### src/hw/rtl/tire_force_peak_slip_search_core_defines.svh
// Assertion macros for the peak-slip search core.
`ifndef TIRE_FORCE_PEAK_SLIP_SEARCH_CORE_DEFINES_SVH
`define TIRE_FORCE_PEAK_SLIP_SEARCH_CORE_DEFINES_SVH
// Consequent holds in the cycle after the antecedent.
`define TFP_ASSERT_NEXT(lbl, ante, cons, msg) \
    lbl: assert property (@(posedge clk) disable iff (!rst_n) (ante) |=> (cons)) \
        else $error(msg);
// Consequent holds in the same cycle as the antecedent.
`define TFP_ASSERT_NOW(lbl, ante, cons, msg) \
    lbl: assert property (@(posedge clk) disable iff (!rst_n) (ante) |-> (cons)) \
        else $error(msg);
`endif

### src/hw/rtl/tfpss_pkg.sv
// ----------------------------------------------------------------------------
// tfpss_pkg
// Shared types and constants of the peak-slip search core.
// ----------------------------------------------------------------------------
package tfpss_pkg;

    localparam int QW = 24;
    localparam int CW = 42;
    localparam logic signed [23:0] Q_MAX = 24'sh7FFFFF;
    localparam logic signed [23:0] Q_MIN = 24'sh800000;
    localparam logic signed [31:0] DEG2RAD_Q30 = 32'sd18740330;
    localparam logic [32:0] PI_Q30 = 33'd3373259426;
    localparam logic signed [31:0] INV2PI_Q32 = 32'sd683565276;
    localparam logic signed [CW-1:0] INVGAIN_Q30 = 42'sd652032874;
    localparam logic signed [CW-1:0] QUARTER = 42'sd1073741824;

    localparam logic [1:0] REG_D = 2'd0;
    localparam logic [1:0] REG_C = 2'd1;
    localparam logic [1:0] REG_B = 2'd2;
    localparam logic [1:0] REG_E = 2'd3;

    typedef struct packed {
        logic signed [23:0] angle;
        logic               last;
    } item_t;

    typedef struct packed {
        logic signed [23:0] force_v;
        logic signed [23:0] angle;
        logic signed [23:0] best;
        logic               last;
    } res_t;

    function automatic logic [31:0] turn_tab(input logic [4:0] i);
        logic [31:0] r;
        begin
            unique case (i)
                5'd0: r = 32'd536870912;  5'd1: r = 32'd316933406;
                5'd2: r = 32'd167458907;  5'd3: r = 32'd85004756;
                5'd4: r = 32'd42667331;   5'd5: r = 32'd21354465;
                5'd6: r = 32'd10679838;   5'd7: r = 32'd5340245;
                5'd8: r = 32'd2670163;    5'd9: r = 32'd1335087;
                5'd10: r = 32'd667544;    5'd11: r = 32'd333772;
                5'd12: r = 32'd166886;    5'd13: r = 32'd83443;
                5'd14: r = 32'd41722;     5'd15: r = 32'd20861;
                5'd16: r = 32'd10430;     5'd17: r = 32'd5215;
                5'd18: r = 32'd2608;      5'd19: r = 32'd1304;
                5'd20: r = 32'd652;       5'd21: r = 32'd326;
                5'd22: r = 32'd163;       5'd23: r = 32'd81;
                5'd24: r = 32'd41;        5'd25: r = 32'd20;
                5'd26: r = 32'd10;        5'd27: r = 32'd5;
                5'd28: r = 32'd3;         5'd29: r = 32'd1;
                5'd30: r = 32'd1;         default: r = 32'd0;
            endcase
            return r;
        end
    endfunction

    function automatic logic signed [23:0] sat24(input logic signed [63:0] v);
        begin
            if (v > 64'(Q_MAX))
                return Q_MAX;
            else if (v < 64'(Q_MIN))
                return Q_MIN;
            else
                return v[23:0];
        end
    endfunction

endpackage

### src/hw/rtl/tfpss_front.sv
// ----------------------------------------------------------------------------
// tfpss_front
// Input stage and two-entry queue between the front and the compute engine.
// ----------------------------------------------------------------------------
module tfpss_front
(
    input  logic                 clk,
    input  logic                 rst_n,
    input  logic                 in_valid,
    output logic                 in_ready,
    input  tfpss_pkg::item_t     in_item,
    output logic                 q_valid,
    input  logic                 q_ready,
    output tfpss_pkg::item_t     q_item
);

    tfpss_pkg::item_t mem_reg [2];
    logic             wp_reg, wp_next;
    logic             rp_reg, rp_next;
    logic [1:0]       cnt_reg, cnt_next;
    logic             push, pop;

    assign in_ready = (cnt_reg != 2'd2);
    assign q_valid  = (cnt_reg != 2'd0);
    assign q_item   = mem_reg[rp_reg];
    assign push     = in_valid && in_ready;
    assign pop      = q_valid && q_ready;

    always_comb
    begin
        wp_next  = push ? ~wp_reg : wp_reg;
        rp_next  = pop ? ~rp_reg : rp_reg;
        cnt_next = cnt_reg + {1'b0, push} - {1'b0, pop};
    end

    always_ff @(posedge clk or negedge rst_n)
    begin
        if (!rst_n)
        begin
            wp_reg  <= 1'b0;
            rp_reg  <= 1'b0;
            cnt_reg <= 2'd0;
        end
        else
        begin
            wp_reg  <= wp_next;
            rp_reg  <= rp_next;
            cnt_reg <= cnt_next;
        end
    end

    always_ff @(posedge clk)
    begin
        if (push)
            mem_reg[wp_reg] <= in_item;
    end

endmodule

### config.mk
export PLATFORM = sky130hd
export DESIGN_NAME = tfpss_front
export DESIGN_NICKNAME = d
export VERILOG_FILES = /design/src/hw/rtl/tire_force_peak_slip_search_core_defines.svh /design/src/hw/rtl/tfpss_pkg.sv /design/src/hw/rtl/tfpss_front.sv
export SDC_FILE = /design/constraint.sdc
export NUM_CORES = 1
export LEC_CHECK = 0
export BUFFER_PORTS_ARGS = -buffer_cell sky130_fd_sc_hd__buf_2
export CAP_MARGIN = 10
export CORE_MARGIN = 5
export CORE_UTILIZATION = 46
export DETAILED_ROUTE_END_ITERATION = 8
export GPL_TIMING_DRIVEN = 1
export PLACE_DENSITY = 0.79
export SYNTH_ARGS = -nofsm -noshare
export SYNTH_HDL_FRONTEND = slang
export SYNTH_SLANG_ARGS = --single-unit
### constraint.sdc
create_clock -name clk -period 2.2 [get_ports clk]
set_input_delay 0.55 -clock clk [delete_from_list [all_inputs] [get_ports clk]]
set_output_delay 0.55 -clock clk [all_outputs]
set_load 0.03 [all_outputs]
-- Word-level counts from Yosys, hierarchy flattened
Memory sizes are Yosys's and may differ from the RTL's.
Cells that the tools add are included.
Widths: inputs -> output; s select.
- memories kept: 1
- bits in writable memories: 50
- input bits: 29
- output and inout bits: 27
- bits in registers: 4
- memories (name ; words ; bits a word ; read ports ; clocked after Yosys merged registers in ; wr ports ; RTL line ; source):
    mem_reg ; 2 ; 25 ; 1 ; 0 ; 1 ; tfpss_front.sv:17 ; tfpss_pkg::item_t mem_reg [2];
- multiplexer cells: 2
- equality and inequality tests: 1
- $add $sub $neg: 2
- reduce and logical (&&, ||, !) cells: 3
- bitwise logic cells: 2
- operator list (operator ; number):
    $add 2x1->2 ; 1
    $logic_and 1x1->1 ; 2
    $mux 1 ; 2
    $ne 2x2->1 const B ; 1
    $not 1->1 ; 2
    $reduce_bool 2->1 ; 1
    $sub 2x1->2 ; 1

-- Depth between registers and ports, before layout
- word-level depth: 4
- gate-level depth with buffers: 7

-- Worst setup path before layout
No wires, ideal clock.
- path type: flip-flop to flip-flop
- start point: register cnt_reg[1]
- end point: memory mem_reg[0][0] in the netlist's numbering (enable)
- path buffers: 0
- library setup time: 0.407 ns
- path slack: -0.119 ns
- cell stages (with the launch flop): 4
- arrival: 1.913 ns
- data required time: 1.793 ns
- cell sequence: dfrtp_1 nand2b_1 nand2_1 nor2_1
- word-level cells in the longest chain between the ends: 4
- ends and longest elaborated chain (item ; RTL line ; source):
    start, declared ; tfpss_front.sv:20 ; logic [1:0] cnt_reg, cnt_next;
    start signal, assigned ; tfpss_front.sv:48 ; cnt_reg <= cnt_next;
    $ne 2x2->1 ; tfpss_front.sv:23 ; assign in_ready = (cnt_reg != 2'd2);
    named net in_ready ; tfpss_front.sv:10 ; output logic in_ready,
    $logic_and 1x1->1 ; tfpss_front.sv:26 ; assign push = in_valid && in_ready;
    $mux 1 ; tfpss_front.sv:54 ; if (push)
    $mux 1 (not written as such) ; tfpss_front.sv:55 ; mem_reg[wp_reg] <= in_item;
    end, declared ; tfpss_front.sv:17 ;
The timed path passes the listed nets, and every way through them passes these cells.

==> results.cfg <==
[run_status]
outcome = finished, final reports clean

[power_and_ir_drop]
power.density_nw_per_um2 = 1380
leakage_nw = 0.948
ir_worst_vdd_uv = 698

[critical_path]
arrival_ns = 1.39
crit_slowest_cell = mux2_2
r2r-start = cnt_reg[1]$_DFF_PN0_
r2r_slack_ns = 0.46
crit_family = buffers and inverters
startpoint_type = flip-flop
crit_type = flip-flop to output pin
reg2reg_depth = 7
critical_path.cell_chain = buf_4 > mux2_2 > buf_2
path_buf_inv = 2
reg2reg_to = cnt_reg[1]$_DFF_PN0_
cp_max_fo = 14
required_ns = 1.65
max_stage_delay_ns = 0.36
end_kind = output pin

[sta]
grt_setup_unrepaired = false
tightest_slew_ns = 0.198
slew_violations = 0
clock_skew_ns = 0.00692
fmax_mhz = 514
final.period_utilization_pct = 88.4
fin_tns_setup_ns = 0
fin_crit_ns = 1.94
setup-violations-final = 0
finalHoldViolCount = 0
fin_ws_ns = 0.256
relSlewSlack_pct = 86.8

[placed_design]
place_worst_setup_slack_ns = 0.462
io_buffers = 55
dp_hpwl_microns = 2530
gp_congestion = 0.683

[floorplanning]
die_w_microns = 76.3
initial_core_util_pct = 47.0
die_y_microns = 76.3
coreArea_sq_um = 4290
io_pins = 56
die_area_sq_um = 5810
num_rows = 24

[drt]
drt_wl_total_microns = 3360
vias = 1016
drt_first_iter_violations = 61
viasPerCell = 4.77
wl_per_cell_microns = 15.8
antenna_left = 0
drc_errors = 0
dr.pass1.iters = 4

[synthesis]
syn_nets = 126
ys_ff_latch = 54
syn_inst = 95
synth_top_area_share_pct = 74.3
synth_async_sr_flop_share_pct = 7.41
synth_cell_types = 15
synth_most_common_cell = edfxtp_1
ys_seq_area_share_pct = 79.3
synth_area_leaders = edfxtp_1, mux2_2, dfrtp_1
synth_edf_count = 50
synthFlopType = edfxtp_1
yosysTopAreaCell = edfxtp_1
syn_avg_cell_area_sq_um = 21.3
synth_common_cells = edfxtp_1, mux2_2, dfrtp_1, buf_6, xnor2_1
syn_area_sq_um = 2020
yosys_warnings = 0

[grt]
track_usage_pct = 11.8
use_met3_pct = 5.08
grt_use_met1_pct = 12.4
antenna_found_initial = 0
grt_pass1_wl_microns = 5440
use_met2_pct = 21.1
grt_pass1_vias = 1190
top_usage_layer = met2
grt.overflow.total = 0
grt_max_degree = 17

[cts]
cts_hold_buffers = 0
cts_root_buf = clkbuf_8
cts_setup_buffers = 0
htreeDepth = 2
cts.sinks = 54
numCtsBuffers = 5
clkLatencyLatePin_ns = 0.29
cts_resized = 0
path_clk_slew_ns = 0.09
cts_buffer_depth = 2
cts_tree = built

[job]
max-cap-violations = 0

[final_layout]
largest_register_ff_count = 50
syn_to_final_growth_pct = 21.7
antenna_cells = 0
regArea_sq_um = 1600
fillCellCount = 340
layout-drive-gt1-share_pct = 58.4
nNetsFinal = 191
multi_input_area_sq_um = 383

[worst_hold_path]
holdCritPathClass = input port to async pin
## cell type report
class | instances | share of cell area [%]
clock buffers | 7 | 3.11
clock inverters | 1 | 0.305
inverters | 1 | 0.153
multi-input cells | 37 | 15.6
flip-flops and latches | 54 | 65.2
well taps | 52 | 2.65
repair buffers | 61 | 13.0
## metal layers
metal	up-vias	part of all wire, %
met5	-	0
met4	0	1.2
met3	5	7.5
met2	36	52
met1	483	39
li1	492	-
## worst max path at each step
stage | to | startpoint | slack [ns] | cells after the start
2_1_floorplan | mem_reg[0][0]$_DFFE_PP_ | cnt_reg[1]$_DFF_PN0_ | 0.28 | 3
3_3_place_gp | q_item[1] | rp_reg$_DFFE_PN0P_ | 0.57 | 3
3_5_place_dp | cnt_reg[1]$_DFF_PN0_ | cnt_reg[1]$_DFF_PN0_ | 0.46 | 7
4_1_cts | q_item[9] | rp_reg$_DFFE_PN0P_ | 0.23 | 3
5_1_grt | q_item[9] | rp_reg$_DFFE_PN0P_ | 0.19 | 3
6_report | q_item[9] | rp_reg$_DFFE_PN0P_ | 0.26 | 3
## where the power goes
group          internal, mW  switching (mW)
Clock                 0.225           0.282
Sequential             1.41          0.0721
Combinational         0.521           0.880
Total                  2.16            1.23
## through the flow
step	instances	utilization, %	power (mW)	hold slack [ns]	cell area, sq um
4_1_cts	213	57.2	3.45	0.0359	2460
3_3_place_gp	205	55.3	2.88	0.359	2370
5_1_grt	213	57.2	3.58	0.0237	2460
3_5_place_dp	205	55.3	2.94	0.361	2370
6_report	213	57.2	3.39	0.0460	2460
2_1_floorplan	95	-	2.56	0.254	2020
## cell families after synthesis
group         synth area share, %
flops                        79.3
mux                          14.1
simple gates                 1.74
fa+ha+maj                    1.24
xor+xnor                     1.74
buf+inv                      1.86
## placed cells by master (no fill, tap or decap), drive strengths merged
cell type,netlist,routed
and2,1,1
edfxtp,50,50
ha,2,2
clkinvlp,0,1
xor2,1,1
nand2b,1,1
nor2,1,1
inv,1,1
dfrtp,4,4
clkbuf,0,7
xnor2,3,3
nand2,1,1
and3,1,1
buf,3,61
mux2,25,25
or2,1,1
Power figures use the tool's default switching activity.
